$ cat config.mk
export PLATFORM = sky130hd
export DESIGN_NAME = hsl_to_rgb_conversion_top_flat
export DESIGN_NICKNAME = d
export VERILOG_FILES = /design/src/rtl/hsl2rgb_pkg.sv /design/src/rtl/hsl2rgb_if.sv /design/src/rtl/hsl_to_rgb_conversion_top.sv /design/src/rtl/hsl2rgb_front.sv /design/src/rtl/hsl2rgb_ramp.sv /design/src/rtl/hsl2rgb_mix.sv /design/src/flat_wrapper.sv
export SDC_FILE = /design/constraint.sdc
export NUM_CORES = 1
export LEC_CHECK = 0
export ABC_AREA = 1
export BUFFER_PORTS_ARGS = -buffer_cell sky130_fd_sc_hd__buf_2
export CORE_MARGIN = 3
export CORE_UTILIZATION = 39
export CTS_CLUSTER_DIAMETER = 40
export DETAILED_ROUTE_END_ITERATION = 16
export SLEW_MARGIN = 20
export SYNTH_ARGS = -nofsm -noshare
export SYNTH_HDL_FRONTEND = slang
export SYNTH_SLANG_ARGS = --single-unit
$ cat constraint.sdc
create_clock -name clk_i -period 15.24 [get_ports clk_i]
set_input_delay 0.762 -clock clk_i [delete_from_list [all_inputs] [get_ports clk_i]]
set_output_delay 0.762 -clock clk_i [all_outputs]
set_load 0.005 [all_outputs]
$ cat src/rtl/hsl2rgb_pkg.sv
// Package for the HSL to RGB converter: fixed point constants, payload types,
// per-stage pipeline types and the saturation helper. No dependencies.
package hsl2rgb_pkg;

  // Number of fraction bits; ONE_FX stands for 1.0.
  localparam int unsigned FRAC_BITS = 12;

  localparam int unsigned HUE_W  = FRAC_BITS;      // one full turn wraps at ONE_FX
  localparam int unsigned VAL_W  = FRAC_BITS + 1;  // holds 0..ONE_FX
  localparam int unsigned SUM_W  = FRAC_BITS + 2;  // holds 0..2*ONE_FX
  localparam int unsigned H6_W   = HUE_W + 3;      // hue times six
  localparam int unsigned SEXT_W = 3;

  typedef logic [HUE_W-1:0]     hue_t;
  typedef logic [VAL_W-1:0]     val_t;
  typedef logic [SUM_W-1:0]     sum_t;
  typedef logic [FRAC_BITS-1:0] frac_t;

  localparam val_t ONE_FX  = val_t'(1) << FRAC_BITS;
  localparam val_t HALF_FX = val_t'(1) << (FRAC_BITS - 1);

  // Sextants of the color wheel, named by the two primaries they span.
  typedef enum logic [SEXT_W-1:0] {
    SEXT_RY = 3'd0,
    SEXT_YG = 3'd1,
    SEXT_GC = 3'd2,
    SEXT_CB = 3'd3,
    SEXT_BM = 3'd4,
    SEXT_MR = 3'd5
  } sext_e;

  typedef struct packed {
    hue_t hue;
    val_t saturation;
    val_t lightness;
  } hsl_t;

  typedef struct packed {
    val_t red;
    val_t green;
    val_t blue;
  } rgb_t;

  // After the first stage: clamped inputs, their product and the hue split.
  typedef struct packed {
    val_t  s;
    val_t  l;
    val_t  ls;
    logic [SEXT_W-1:0] sext;
    frac_t fract;
  } s1_t;

  // After the second stage: value, minimum and the black flag.
  typedef struct packed {
    val_t  v;
    val_t  m;
    logic [SEXT_W-1:0] sext;
    frac_t fract;
    logic  black;
  } s2_t;

  // After the third stage: the scaled ramp between minimum and value.
  typedef struct packed {
    val_t v;
    val_t m;
    val_t vsf;
    logic [SEXT_W-1:0] sext;
    logic black;
  } s3_t;

  function automatic val_t clamp_one(input sum_t x);
    clamp_one = (x > sum_t'(ONE_FX)) ? ONE_FX : x[VAL_W-1:0];
  endfunction

endpackage

$ cat src/rtl/hsl2rgb_if.sv
// Valid/ready channel interfaces for HSL input pixels and RGB output pixels.
// Depends on hsl2rgb_pkg for the payload types.
interface hsl2rgb_in_if;
  logic              valid;
  logic              ready;
  hsl2rgb_pkg::hsl_t data;

  modport source (output valid, output data, input ready);
  modport sink (input valid, input data, output ready);
endinterface

interface hsl2rgb_out_if;
  logic              valid;
  logic              ready;
  hsl2rgb_pkg::rgb_t data;

  modport source (output valid, output data, input ready);
  modport sink (input valid, input data, output ready);
endinterface

$ cat src/rtl/hsl_to_rgb_conversion_top.sv
// HSL to RGB pixel converter, four register stages deep.
// Throughput: one pixel per cycle while the output is not stalled; the
// stages advance independently, so a stall at the output only holds the
// stages that are occupied.
// Reset: rst_ni clears all stage valid bits asynchronously; the pipeline is
// empty and ready right after reset is released.
module hsl_to_rgb_conversion_top (
  input  logic                 clk_i,
  input  logic                 rst_ni,
  hsl2rgb_in_if.sink           hsl_i,
  hsl2rgb_out_if.source        rgb_o
);

  // Handshake and payload between the front stages and the ramp stage.
  logic             front_valid;
  logic             ramp_ready;
  hsl2rgb_pkg::s2_t front_data;

  // Handshake and payload between the ramp stage and the output stage.
  logic             ramp_valid;
  logic             mix_ready;
  hsl2rgb_pkg::s3_t ramp_data;

  // Stages one and two: clamp the inputs, form lightness times saturation
  // and split the hue; then derive the value and the minimum level.
  hsl2rgb_front u_front (
    .clk_i   (clk_i),
    .rst_ni  (rst_ni),
    .valid_i (hsl_i.valid),
    .ready_o (hsl_i.ready),
    .data_i  (hsl_i.data),
    .valid_o (front_valid),
    .ready_i (ramp_ready),
    .data_o  (front_data)
  );

  // Stage three: the second multiplier, which scales the span between the
  // value and the minimum by the fractional position within the sextant.
  hsl2rgb_ramp u_ramp (
    .clk_i   (clk_i),
    .rst_ni  (rst_ni),
    .valid_i (front_valid),
    .ready_o (ramp_ready),
    .data_i  (front_data),
    .valid_o (ramp_valid),
    .ready_i (mix_ready),
    .data_o  (ramp_data)
  );

  // Stage four: the output register. It picks the channel permutation for
  // the sextant and forces black when the value is zero.
  hsl2rgb_mix u_mix (
    .clk_i   (clk_i),
    .rst_ni  (rst_ni),
    .valid_i (ramp_valid),
    .ready_o (mix_ready),
    .data_i  (ramp_data),
    .valid_o (rgb_o.valid),
    .ready_i (rgb_o.ready),
    .data_o  (rgb_o.data)
  );

endmodule

$ cat src/rtl/hsl2rgb_front.sv
// First two pipeline stages: input clamping, lightness-saturation product,
// hue split, then value and minimum. Depends on hsl2rgb_pkg.
module hsl2rgb_front (
  input  logic              clk_i,
  input  logic              rst_ni,
  input  logic              valid_i,
  output logic              ready_o,
  input  hsl2rgb_pkg::hsl_t data_i,
  output logic              valid_o,
  input  logic              ready_i,
  output hsl2rgb_pkg::s2_t  data_o
);

  logic                                  a_valid_q;
  logic                                  a_ready;
  hsl2rgb_pkg::s1_t                      a_d, a_q;
  logic                                  b_valid_q;
  logic                                  b_ready;
  hsl2rgb_pkg::s2_t                      b_d, b_q;
  logic [2*hsl2rgb_pkg::VAL_W-1:0]       prod;
  logic [hsl2rgb_pkg::H6_W-1:0]          h6;
  hsl2rgb_pkg::sum_t                     sum;
  hsl2rgb_pkg::sum_t                     two_l;
  hsl2rgb_pkg::val_t                     v;

  // Stage A: clamp, multiply, split the hue into sextant and fraction.
  always_comb begin
    a_d.s  = hsl2rgb_pkg::clamp_one(hsl2rgb_pkg::sum_t'(data_i.saturation));
    a_d.l  = hsl2rgb_pkg::clamp_one(hsl2rgb_pkg::sum_t'(data_i.lightness));
    prod   = (2 * hsl2rgb_pkg::VAL_W)'(a_d.l) * (2 * hsl2rgb_pkg::VAL_W)'(a_d.s);
    a_d.ls = prod[hsl2rgb_pkg::FRAC_BITS +: hsl2rgb_pkg::VAL_W];
    h6     = (hsl2rgb_pkg::H6_W'(data_i.hue) << 2) + (hsl2rgb_pkg::H6_W'(data_i.hue) << 1);
    a_d.sext  = h6[hsl2rgb_pkg::H6_W-1 -: hsl2rgb_pkg::SEXT_W];
    a_d.fract = h6[hsl2rgb_pkg::FRAC_BITS-1:0];
  end

  assign a_ready = !a_valid_q || b_ready;
  assign ready_o = a_ready;

  always_ff @(posedge clk_i or negedge rst_ni) begin
    if (!rst_ni) begin
      a_valid_q <= 1'b0;
    end else if (a_ready) begin
      a_valid_q <= valid_i;
    end
  end

  always_ff @(posedge clk_i) begin
    if (a_ready && valid_i) begin
      a_q <= a_d;
    end
  end

  // Stage B: value saturated to one, minimum clamped at zero.
  always_comb begin
    if (a_q.l <= hsl2rgb_pkg::HALF_FX) begin
      sum = hsl2rgb_pkg::sum_t'(a_q.l) + hsl2rgb_pkg::sum_t'(a_q.ls);
    end else begin
      sum = hsl2rgb_pkg::sum_t'(a_q.l) + hsl2rgb_pkg::sum_t'(a_q.s)
            - hsl2rgb_pkg::sum_t'(a_q.ls);
    end
    v     = hsl2rgb_pkg::clamp_one(sum);
    two_l = hsl2rgb_pkg::sum_t'(a_q.l) << 1;
    b_d.v = v;
    if (two_l > hsl2rgb_pkg::sum_t'(v)) begin
      b_d.m = hsl2rgb_pkg::clamp_one(two_l - hsl2rgb_pkg::sum_t'(v));
    end else begin
      b_d.m = '0;
    end
    b_d.sext  = a_q.sext;
    b_d.fract = a_q.fract;
    b_d.black = (v == '0);
  end

  assign b_ready = !b_valid_q || ready_i;

  always_ff @(posedge clk_i or negedge rst_ni) begin
    if (!rst_ni) begin
      b_valid_q <= 1'b0;
    end else if (b_ready) begin
      b_valid_q <= a_valid_q;
    end
  end

  always_ff @(posedge clk_i) begin
    if (b_ready && a_valid_q) begin
      b_q <= b_d;
    end
  end

  assign valid_o = b_valid_q;
  assign data_o  = b_q;

endmodule

$ cat src/rtl/hsl2rgb_ramp.sv
// Third pipeline stage: scales the span between value and minimum by the
// hue fraction. Depends on hsl2rgb_pkg.
module hsl2rgb_ramp (
  input  logic             clk_i,
  input  logic             rst_ni,
  input  logic             valid_i,
  output logic             ready_o,
  input  hsl2rgb_pkg::s2_t data_i,
  output logic             valid_o,
  input  logic             ready_i,
  output hsl2rgb_pkg::s3_t data_o
);

  logic                                                   valid_q;
  hsl2rgb_pkg::s3_t                                       data_d, data_q;
  hsl2rgb_pkg::val_t                                      span;
  logic [hsl2rgb_pkg::VAL_W+hsl2rgb_pkg::FRAC_BITS-1:0]   prod;

  // The minimum never exceeds the value, so the span cannot wrap.
  always_comb begin
    span        = data_i.v - data_i.m;
    prod        = (hsl2rgb_pkg::VAL_W + hsl2rgb_pkg::FRAC_BITS)'(span)
                  * (hsl2rgb_pkg::VAL_W + hsl2rgb_pkg::FRAC_BITS)'(data_i.fract);
    data_d.v    = data_i.v;
    data_d.m    = data_i.m;
    data_d.vsf  = hsl2rgb_pkg::val_t'(prod >> hsl2rgb_pkg::FRAC_BITS);
    data_d.sext = data_i.sext;
    data_d.black = data_i.black;
  end

  assign ready_o = !valid_q || ready_i;

  always_ff @(posedge clk_i or negedge rst_ni) begin
    if (!rst_ni) begin
      valid_q <= 1'b0;
    end else if (ready_o) begin
      valid_q <= valid_i;
    end
  end

  always_ff @(posedge clk_i) begin
    if (ready_o && valid_i) begin
      data_q <= data_d;
    end
  end

  assign valid_o = valid_q;
  assign data_o  = data_q;

endmodule

$ cat src/rtl/hsl2rgb_mix.sv
// Last pipeline stage and output register: forms the two intermediate
// levels and routes them to red, green and blue. Depends on hsl2rgb_pkg.
module hsl2rgb_mix (
  input  logic             clk_i,
  input  logic             rst_ni,
  input  logic             valid_i,
  output logic             ready_o,
  input  hsl2rgb_pkg::s3_t data_i,
  output logic             valid_o,
  input  logic             ready_i,
  output hsl2rgb_pkg::rgb_t data_o
);

  logic              valid_q;
  hsl2rgb_pkg::rgb_t data_d, data_q;
  hsl2rgb_pkg::val_t mid_up;
  hsl2rgb_pkg::val_t mid_dn;

  always_comb begin
    mid_up = data_i.m + data_i.vsf;
    mid_dn = data_i.v - data_i.vsf;
    case (hsl2rgb_pkg::sext_e'(data_i.sext))
      hsl2rgb_pkg::SEXT_RY: data_d = '{red: data_i.v, green: mid_up, blue: data_i.m};
      hsl2rgb_pkg::SEXT_YG: data_d = '{red: mid_dn, green: data_i.v, blue: data_i.m};
      hsl2rgb_pkg::SEXT_GC: data_d = '{red: data_i.m, green: data_i.v, blue: mid_up};
      hsl2rgb_pkg::SEXT_CB: data_d = '{red: data_i.m, green: mid_dn, blue: data_i.v};
      hsl2rgb_pkg::SEXT_BM: data_d = '{red: mid_up, green: data_i.m, blue: data_i.v};
      default:              data_d = '{red: data_i.v, green: data_i.m, blue: mid_dn};
    endcase
    if (data_i.black) begin
      data_d = '0;
    end
  end

  assign ready_o = !valid_q || ready_i;

  always_ff @(posedge clk_i or negedge rst_ni) begin
    if (!rst_ni) begin
      valid_q <= 1'b0;
    end else if (ready_o) begin
      valid_q <= valid_i;
    end
  end

  always_ff @(posedge clk_i) begin
    if (ready_o && valid_i) begin
      data_q <= data_d;
    end
  end

  assign valid_o = valid_q;
  assign data_o  = data_q;

endmodule

$ cat src/flat_wrapper.sv
// flat-port wrapper written by rule: the top's interface ports become plain ports
module hsl_to_rgb_conversion_top_flat 
  (clk_i, rst_ni, hsl_i_valid, hsl_i_data, hsl_i_ready, rgb_o_valid, rgb_o_data, rgb_o_ready);
  hsl2rgb_in_if hsl_i_i ();
  hsl2rgb_out_if rgb_o_i ();
  input  logic clk_i;
  input  logic rst_ni;
  input wire logic [$bits(hsl_i_i.valid)-1:0] hsl_i_valid;
  input wire logic [$bits(hsl_i_i.data)-1:0] hsl_i_data;
  output wire logic [$bits(hsl_i_i.ready)-1:0] hsl_i_ready;
  output wire logic [$bits(rgb_o_i.valid)-1:0] rgb_o_valid;
  output wire logic [$bits(rgb_o_i.data)-1:0] rgb_o_data;
  input wire logic [$bits(rgb_o_i.ready)-1:0] rgb_o_ready;
  assign hsl_i_i.valid = hsl_i_valid;
  assign hsl_i_i.data = hsl_i_data;
  assign hsl_i_ready = hsl_i_i.ready;
  assign rgb_o_valid = rgb_o_i.valid;
  assign rgb_o_data = rgb_o_i.data;
  assign rgb_o_i.ready = rgb_o_ready;
  hsl_to_rgb_conversion_top u_core (.clk_i(clk_i), .rst_ni(rst_ni), .hsl_i(hsl_i_i), .rgb_o(rgb_o_i));
endmodule
==> results.cfg, run 1 <==
[outcome]
status = completed

[floorplanning]
die-area_um2 = 58200
die_w_um = 241
start_util_pct = 39.8
core-area_um2 = 54200
rows = 85
die_h_um = 241
pin_count = 83

[timing]
fin_setup_tns_ns = 0
max_freq_ghz = 0.134
slew_headroom_pct = 20.4
finalCriticalPeriod_ns = 7.46
setup_viol = 0
period_share_pct = 48.9
tightest_slew_ns = 1.19
final_hold_viol_count = 0
drv_slew = 0
timing.hold.ws_ns = 0.0736
skew_ns = 0.00947
grt_setup_unrepaired = no

[finish]
n_antenna_cell = 0
finalNetCount = 3168
final_layout_size_suffix_gt1_share_pct = 6.66
areaGrowthSynthToFinish_pct = 8.53
post_layout_nonfiller_instances = 3367
design_area_um2 = 23400

[clock_network]
clk_latency_ns = 0.48
path_clk_slew_ns = 0.08
postCtsHoldBufs = 0
cts_tree = done
cts_resized = 0
htree_levels = 4
clkSinkCount = 180
root_buffer = clkbuf_16
post_cts_buffers = 0
cts_buffer_depth = 2
numCtsBuffers = 17

[route]
antenna_left = 0
wl_um = 56000
wl_per_cell_um = 16.6
dr.pass1.iters = 6
drt_iter0_drc = 1128
drc = 0
vias = 16724
viasPerCell = 4.97

[worst_setup_path]
worst_path_most_repeated_cell = nand2_1
endpoint_kind = flop
cp.required_ns = 15.47
critPathMaxStageDelay_ns = 0.60
critPathArrivalTime_ns = 7.69
critPathMaxFanout = 6
cp-start-kind = flop
critical_path_class = flop to flop
cpMaxStageDelayCell = o41ai_1

[hold_path]
min-delay-path-class = primary input to async pin

[synthesis]
synth_ff_type = edfxtp_1
synthSimpleGateAreaFrac_pct = 17.7
avgSynthCellArea_um2 = 8.34
synth_area_um2 = 21600
synth_xor_area_share_pct = 3.21
synthMuxAreaShare_pct = 0
synthAdderAreaFrac_pct = 35.3
synth_edf_count = 176
ys_async_sr_fraction_pct = 2.22
synth-compound-area-share_pct = 7.08
ys_warn_count = 0
synth_top_family_by_area = adder cells
yosysUniqueCellTypes = 49
ys_seq_area_share_pct = 24.9
synth_cells = 2588
ys_ff_latch = 180
syn-num-nets = 3098

[global_route]
grt-ovfl-total = 0
track_usage_pct = 20.0
grt_pass1_vias = 17084
grt_max_degree = 54
grt_pass1_wl_um = 90500
antenna_found_initial = 0

[place]
dpl.cell_count = 3335
placed_cell_area_um2 = 22800
dp_hpwl_um = 46400
portBuffers = 82
globalplace.congestion = 0.960

[job]
drv_cap = 0
-- cells in the mapped netlist, types with 2 or more instances --
library cell,number,area (um^2)
and2_1,6,37.5
nand2_2,8,50.1
or2_2,7,43.8
o21bai_1,8,60.1
o2111ai_1,4,35.0
o21ai_0,49,245
a21o_1,2,15.0
a31oi_1,20,125
nor4_1,3,18.8
o21a_1,4,30.0
nand2_1,539,2020
a22oi_1,9,67.6
inv_1,609,2290
nor2_2,15,93.8
nand3_1,67,335
nand3b_1,2,15.0
a221oi_1,12,105
xor2_1,56,490
nor3_1,18,90.1
clkinv_1,10,37.5
ha_1,233,2920
o41ai_1,2,17.5
o221ai_1,4,35.0
nor2_1,247,927
o211ai_1,4,30.0
a21oi_2,2,17.5
clkbuf_1,42,158
nand2_4,4,45.0
o22ai_1,5,31.3
fa_1,235,4700
dfrtp_1,4,100
nand4_1,14,87.6
xnor2_1,23,201
inv_2,4,15.0
a41oi_1,8,70.1
a21oi_1,116,581
nand3_2,3,30.0
edfxtp_1,176,5290
a211oi_1,4,30.0
-- area by class of cell --
cell class              count  area, um^2
clock inverters            15         209
fillers                  5393       30800
clock buffers              17         425
well taps                 696         871
repair buffers             95         508
inverters                 624        2340
multi-input cells        1740       13700
flip-flops and latches    180        5390
-- cell usage in the layout (no fill, tap or decap), types with 49 or more instances in the layout --
master	netlist	routed
a21oi_1	116	116
xor2_1	56	56
nand2_1	539	539
inv_1	609	608
edfxtp_1	176	176
nand3_1	67	67
buf_2	0	82
nor2_1	247	244
fa_1	235	235
o21ai_0	49	49
ha_1	233	233
-- critical path: cells and delay by family (launching register included) --
family	cells	cell delay [ns]
AOI/OAI and AO/OA	5	1.24
xor gates and xnor gates	2	0.68
adders and majority gates	7	3.14
buffers and inverters	7	0.52
DFF	1	0.35
and+or+nand+nor	15	1.29
-- sequential cells by signal, indices dropped and copies added (netlist names) --
| register | flops |
|---|---|
| u_core.u_front.a_q | 53 |
| u_core.u_front.a_valid_q | 1 |
| u_core.u_front.data_o | 41 |
| u_core.u_front.valid_o | 1 |
| u_core.u_mix.data_o | 39 |
| u_core.u_mix.valid_o | 1 |
| u_core.u_ramp.data_o | 43 |
| u_core.u_ramp.valid_o | 1 |
-- final timing paths --
path                                                    startpoint                                 end  slack (ns)  depth (start not counted)
max                        u_core.u_front.data_o[18]$_SDFFCE_PP0P_  u_core.u_ramp.data_o[13]$_DFFE_PP_        7.78                         36
min                                                         rst_ni    u_core.u_mix.valid_o$_DFFE_PN0P_        0.07                          1
max in group asynchronous                                   rst_ni  u_core.u_front.valid_o$_DFFE_PN0P_       15.05                          1
max reg2reg                u_core.u_front.data_o[18]$_SDFFCE_PP0P_  u_core.u_ramp.data_o[13]$_DFFE_PP_        7.78                         36
min in group clk_i              u_core.u_front.data_o[0]$_DFFE_PP_   u_core.u_ramp.data_o[0]$_DFFE_PP_        0.42                          0
min reg2reg                     u_core.u_front.data_o[0]$_DFFE_PP_   u_core.u_ramp.data_o[0]$_DFFE_PP_        0.42                          0
-- metrics by stage --
| stage | utilization [%] | setup slack (ns) |
|---|---|---|
| after global placement | 42.0 | 8.10 |
| after global routing | 43.2 | 7.20 |
| after CTS | 43.2 | 7.89 |
| after floorplan | - | 8.58 |
| final | 43.2 | 7.78 |
| after detailed placement | 42.0 | 7.91 |
-- cell families (layout without fill, tap and decap cells) --
| group | after synthesis | count (layout) |
|---|---|---|
| buffers and inverters | 668 | 751 |
| AO/OA/AOI/OAI | 257 | 257 |
| flip-flops | 180 | 180 |
| adder cells (fa/ha/maj) | 468 | 468 |
| AND/OR/NAND/NOR | 936 | 936 |
| XOR/XNOR | 79 | 79 |
-- routing by layer --
metal  wire length (um)  GRT usage [%]
met5                  0              0
met4               1570           6.68
met3               3190           3.15
met2              25400           32.0
met1              25900           27.8
Power of run 1 is not shown: default switching activity piles up to over one toggle a cycle in this logic, so the estimate is an artifact.
==> run 2, diff against run 1 <==
==> constraint.sdc (replaced) <==
create_clock -name clk_i -period 6.65 [get_ports clk_i]
set_input_delay 0.3325 -clock clk_i [delete_from_list [all_inputs] [get_ports clk_i]]
set_output_delay 0.3325 -clock clk_i [all_outputs]
set_load 0.005 [all_outputs]
==> results.cfg, run 2 (synthesized netlist as in run 1, its figures left out) <==
[outcome]
status = completed

[finish]
layout_common_cells = inv_1 (599), nand2_1 (529), nor2_1 (245)
regMostFlops = u_core.u_front.a_q
areaGrowthSynthToFinish_pct = 12.0
n_antenna_cell = 0
fillers = 5348
final_common_cell = inv_1
final_layout_size_suffix_gt1_share_pct = 10.7
multiInputGateArea_um2 = 13900
regArea_um2 = 5390
largest_register_ffs = 53
finalNetCount = 3242

[timing]
max_freq_ghz = 0.155
setup_viol = 0
slew_headroom_pct = 24.3
final_hold_viol_count = 0
finalCriticalPeriod_ns = 6.47
fin_ws_ns = 0.180
skew_ns = 0.0187
fin_setup_tns_ns = 0
timing.hold.ws_ns = 0.0685
grt_setup_unrepaired = yes
drv_slew = 0
tightest_slew_ns = 1.13
period_share_pct = 97.3

[place]
globalplace.congestion = 0.937
dp_hpwl_um = 46800
portBuffers = 82
pre_cts_ws_ns = -0.130

[worst_setup_path]
r2r_start = u_core.u_front.data_o[18]$_SDFFCE_PP0P_
critPathMaxFanout = 4
endpoint_kind = flop
r2r-end = u_core.u_ramp.data_o[13]$_DFFE_PP_
critPathArrivalTime_ns = 6.69
critPathMaxStageDelay_ns = 0.50
reg2reg_setup_slack_ns = 0.18
cp.required_ns = 6.87
cpMaxStageDelayCell = fa_1
cp-start-kind = flop
critical_path_class = flop to flop
r2r_cells = 38

[route]
viasPerCell = 4.91
vias = 16911
dr.pass1.iters = 5
wl_um = 55800
wl_per_cell_um = 16.2
drt_iter0_drc = 955
drc = 0
antenna_left = 0

[clock_network]
root_buffer = clkbuf_16
cts_buffer_depth = 2
numCtsBuffers = 17
cts_tree = done
clkSinkCount = 180
htree_levels = 4
path_clk_slew_ns = 0.07
clk_latency_ns = 0.47

[hold_path]
hold_depth = 1
min_from = hsl_i_data[26]
hold_end = u_core.u_front.a_q[1]$_DFFE_PP_
min-delay-path-class = primary input to flop

[floorplanning]
die-area_um2 = 58200
core-area_um2 = 54200
start_util_pct = 39.8
die_h_um = 241
pin_count = 83
die_w_um = 241
rows = 85

[global_route]
grt_pass1_wl_um = 90300
track_usage_pct = 19.8
grt_pass1_vias = 17321
antenna_found_initial = 0
grt_max_degree = 54
grt-ovfl-total = 0

[job]
drv_cap = 0
[run 2: changes by cell type in the layout (fill, tap and decap cells not counted), moves of 3 or more]
cell / delta
buf_4: +68
a21oi_1: -10
nand2_1: -10
a21oi_2: +9
clkinv_8: -9
inv_1: -9
ha_1: -8
inv_2: +8
nand2_2: +8
ha_4: +6
inv_8: +5
buf_12: +3
[run 2: routing by layer]
metal	global-route usage (%)	wire [um]	up-vias
li1	-	-	8305
met1	26.8	25500	8063
met2	32.5	25700	470
met3	3.45	3240	73
met4	6.21	1370	0
met5	0	0	-
[run 2: worst max path at each step]
stage | startpoint | end | slack (ns) | cells past startpoint
3_3_place_gp | u_core.u_front.data_o[18]$_SDFFCE_PP0P_ | u_core.u_ramp.data_o[15]$_DFFE_PP_ | -0.07 | 38
2_1_floorplan | u_core.u_front.data_o[31]$_DFFE_PP_ | u_core.u_ramp.data_o[13]$_DFFE_PP_ | 0.12 | 37
3_5_place_dp | u_core.u_front.data_o[18]$_SDFFCE_PP0P_ | u_core.u_ramp.data_o[15]$_DFFE_PP_ | -0.13 | 38
5_1_grt | u_core.u_front.data_o[18]$_SDFFCE_PP0P_ | u_core.u_ramp.data_o[13]$_DFFE_PP_ | -0.20 | 37
6_report | u_core.u_front.data_o[18]$_SDFFCE_PP0P_ | u_core.u_ramp.data_o[13]$_DFFE_PP_ | 0.18 | 38
4_1_cts | u_core.u_front.data_o[18]$_SDFFCE_PP0P_ | u_core.u_ramp.data_o[15]$_DFFE_PP_ | 0.007 | 39
[run 2: worst max-delay path: cells and delay by family, from the launching register on]
family / cells / cell delay, ns
compound gates: 5 / 0.88
xor+xnor: 2 / 0.31
fa+ha+maj: 7 / 2.92
buf+inv: 9 / 0.50
flops: 1 / 0.40
simple gates: 15 / 1.20
[run 2: metrics by stage]
stage | instance area [um^2] | util (%) | instances
floorplan | 21600 | - | 2588
global placement | 23300 | 43.0 | 3399
detailed placement | 23300 | 43.0 | 3399
CTS | 24000 | 44.2 | 3434
global route | 24200 | 44.6 | 3441
finish | 24200 | 44.6 | 3441
[run 2: area by class of cell]
class,count,share of cell area (%)
Inverter,624,9.71
Clock buffer,18,1.77
Timing Repair Buffer,169,4.60
Sequential cell,180,22.3
Clock inverter,14,0.559
Multi-Input combinational cell,1740,57.5
Tap cell,696,3.60
[run 2: repair_timing]
action	in CTS	in global routing
hold buffers	1	0
hold endpoints to repair	4	0
buffers inserted	2	7
resized for setup	12	43
pin swaps	6	33
setup endpoints to repair	8	10
Power of run 2 is left out for the same reason.
==> run 3, diff against run 2 <==
--- a/config.mk
+++ b/config.mk
@@ -9,6 +9,7 @@
 export BUFFER_PORTS_ARGS = -buffer_cell sky130_fd_sc_hd__buf_2
 export CORE_MARGIN = 3
 export CORE_UTILIZATION = 39
+export CTS_BUF_LIST = sky130_fd_sc_hd__clkbuf_4 sky130_fd_sc_hd__clkbuf_8
 export CTS_CLUSTER_DIAMETER = 40
 export DETAILED_ROUTE_END_ITERATION = 16
 export SLEW_MARGIN = 20
==> results.cfg, run 3 (synthesized netlist as in run 1, its figures left out) <==
[outcome]
status = completed

[timing]
grt_setup_unrepaired = yes
finalCriticalPeriod_ns = 6.52
fin_setup_tns_ns = 0
final_hold_viol_count = 0
setup_viol = 0
period_share_pct = 98.1
fin_ws_ns = 0.129
drv_slew = 0
skew_ns = 0.0224
slew_headroom_pct = 26.4
timing.hold.ws_ns = 0.0630
max_freq_ghz = 0.153
tightest_slew_ns = 1.10

[finish]
final_common_cell = inv_1
multiInputGateArea_um2 = 13900
areaGrowthSynthToFinish_pct = 11.1
finalNetCount = 3240
regArea_um2 = 5390
fillers = 5365
largest_register_ffs = 53
layout_common_cells = inv_1 (601), nand2_1 (528), nor2_1 (245)
regMostFlops = u_core.u_front.a_q
postLayoutCoreUtil_pct = 44.2
final_layout_size_suffix_gt1_share_pct = 10.6
n_antenna_cell = 0

[global_route]
antenna_found_initial = 0
grt-ovfl-total = 0
grt_max_degree = 54
grt_pass1_vias = 17306
grt_pass1_wl_um = 90200
track_usage_pct = 19.7

[worst_setup_path]
critPathMaxStageDelay_ns = 0.50
critPathArrivalTime_ns = 6.80
cp-start-kind = flop
cp.required_ns = 6.93
r2r-end = u_core.u_ramp.data_o[13]$_DFFE_PP_
cpMaxStageDelayCell = fa_1
reg2reg_setup_slack_ns = 0.13
r2r_cells = 37
endpoint_kind = flop
critPathMaxFanout = 5
r2r_start = u_core.u_front.data_o[18]$_SDFFCE_PP0P_
critical_path_class = flop to flop

[place]
globalplace.congestion = 0.937
pre_cts_ws_ns = -0.130
portBuffers = 82
dp_hpwl_um = 46800

[floorplanning]
start_util_pct = 39.8
pin_count = 83
die-area_um2 = 58200
rows = 85
core-area_um2 = 54200
die_w_um = 241
die_h_um = 241

[clock_network]
clkSinkCount = 180
cts_buffer_depth = 2
path_clk_slew_ns = 0.11
numCtsBuffers = 17
cts_tree = done
htree_levels = 4
clk_latency_ns = 0.52
root_buffer = clkbuf_8

[hold_path]
min_from = hsl_i_valid
hold_depth = 3
hold_end = u_core.u_front.a_valid_q$_DFFE_PN0N_
min-delay-path-class = primary input to flop

[job]
drv_cap = 0

[route]
viasPerCell = 4.92
antenna_left = 0
vias = 16933
wl_um = 55800
dr.pass1.iters = 5
drc = 0
wl_per_cell_um = 16.2
drt_iter0_drc = 959
==> run 3: what timing repair did <==
action,4_1_cts,5_1_grt
hold buffers,2,0
endpoints found under the setup margin,8,10
pin swaps,4,32
endpoints found under the hold margin,5,0
buffers inserted,2,4
resized for setup,12,42
==> run 3: critical path, delay by kind of cell, from the launching register on <==
kind            cells  cell delay (ns)
xor+xnor            2             0.35
fa+ha+maj           7             2.86
simple gates       15             1.12
buf+inv             8             0.58
compound gates      5             0.98
flops               1             0.41
==> run 3: how the worst max path moves through the flow <==
| stage | start | endpoint | slack (ns) |
|---|---|---|---|
| floorplan | u_core.u_front.data_o[31]$_DFFE_PP_ | u_core.u_ramp.data_o[13]$_DFFE_PP_ | 0.12 |
| global placement | u_core.u_front.data_o[18]$_SDFFCE_PP0P_ | u_core.u_ramp.data_o[15]$_DFFE_PP_ | -0.07 |
| detailed placement | u_core.u_front.data_o[18]$_SDFFCE_PP0P_ | u_core.u_ramp.data_o[15]$_DFFE_PP_ | -0.13 |
| CTS | u_core.u_front.data_o[18]$_SDFFCE_PP0P_ | u_core.u_ramp.data_o[15]$_DFFE_PP_ | 0.003 |
| global route | u_core.u_front.data_o[18]$_SDFFCE_PP0P_ | u_core.u_ramp.data_o[15]$_DFFE_PP_ | -0.22 |
| finish | u_core.u_front.data_o[18]$_SDFFCE_PP0P_ | u_core.u_ramp.data_o[13]$_DFFE_PP_ | 0.13 |
==> run 3: area by class of cell <==
class                   instances  area share [%]
multi-input cells            1740            58.0
well taps                     696            3.63
flip-flops and latches        180            22.4
repair buffers                167            4.56
inverters                     624            9.78
clock buffers                  18            1.01
clock inverters                14           0.563
==> run 3: routing by layer <==
metal	global-route usage (%)	share of wire [%]
met1	26.8	46
met2	32.5	46
met3	3.65	5.7
met4	5.49	2.3
met5	0	0
==> run 3: metrics by stage <==
step | cell area, um^2 | instances
6_report | 24000 | 3439
5_1_grt | 24000 | 3439
4_1_cts | 23800 | 3435
3_5_place_dp | 23300 | 3399
3_3_place_gp | 23300 | 3399
2_1_floorplan | 21600 | 2588
Power of run 3 is left out for the same reason.
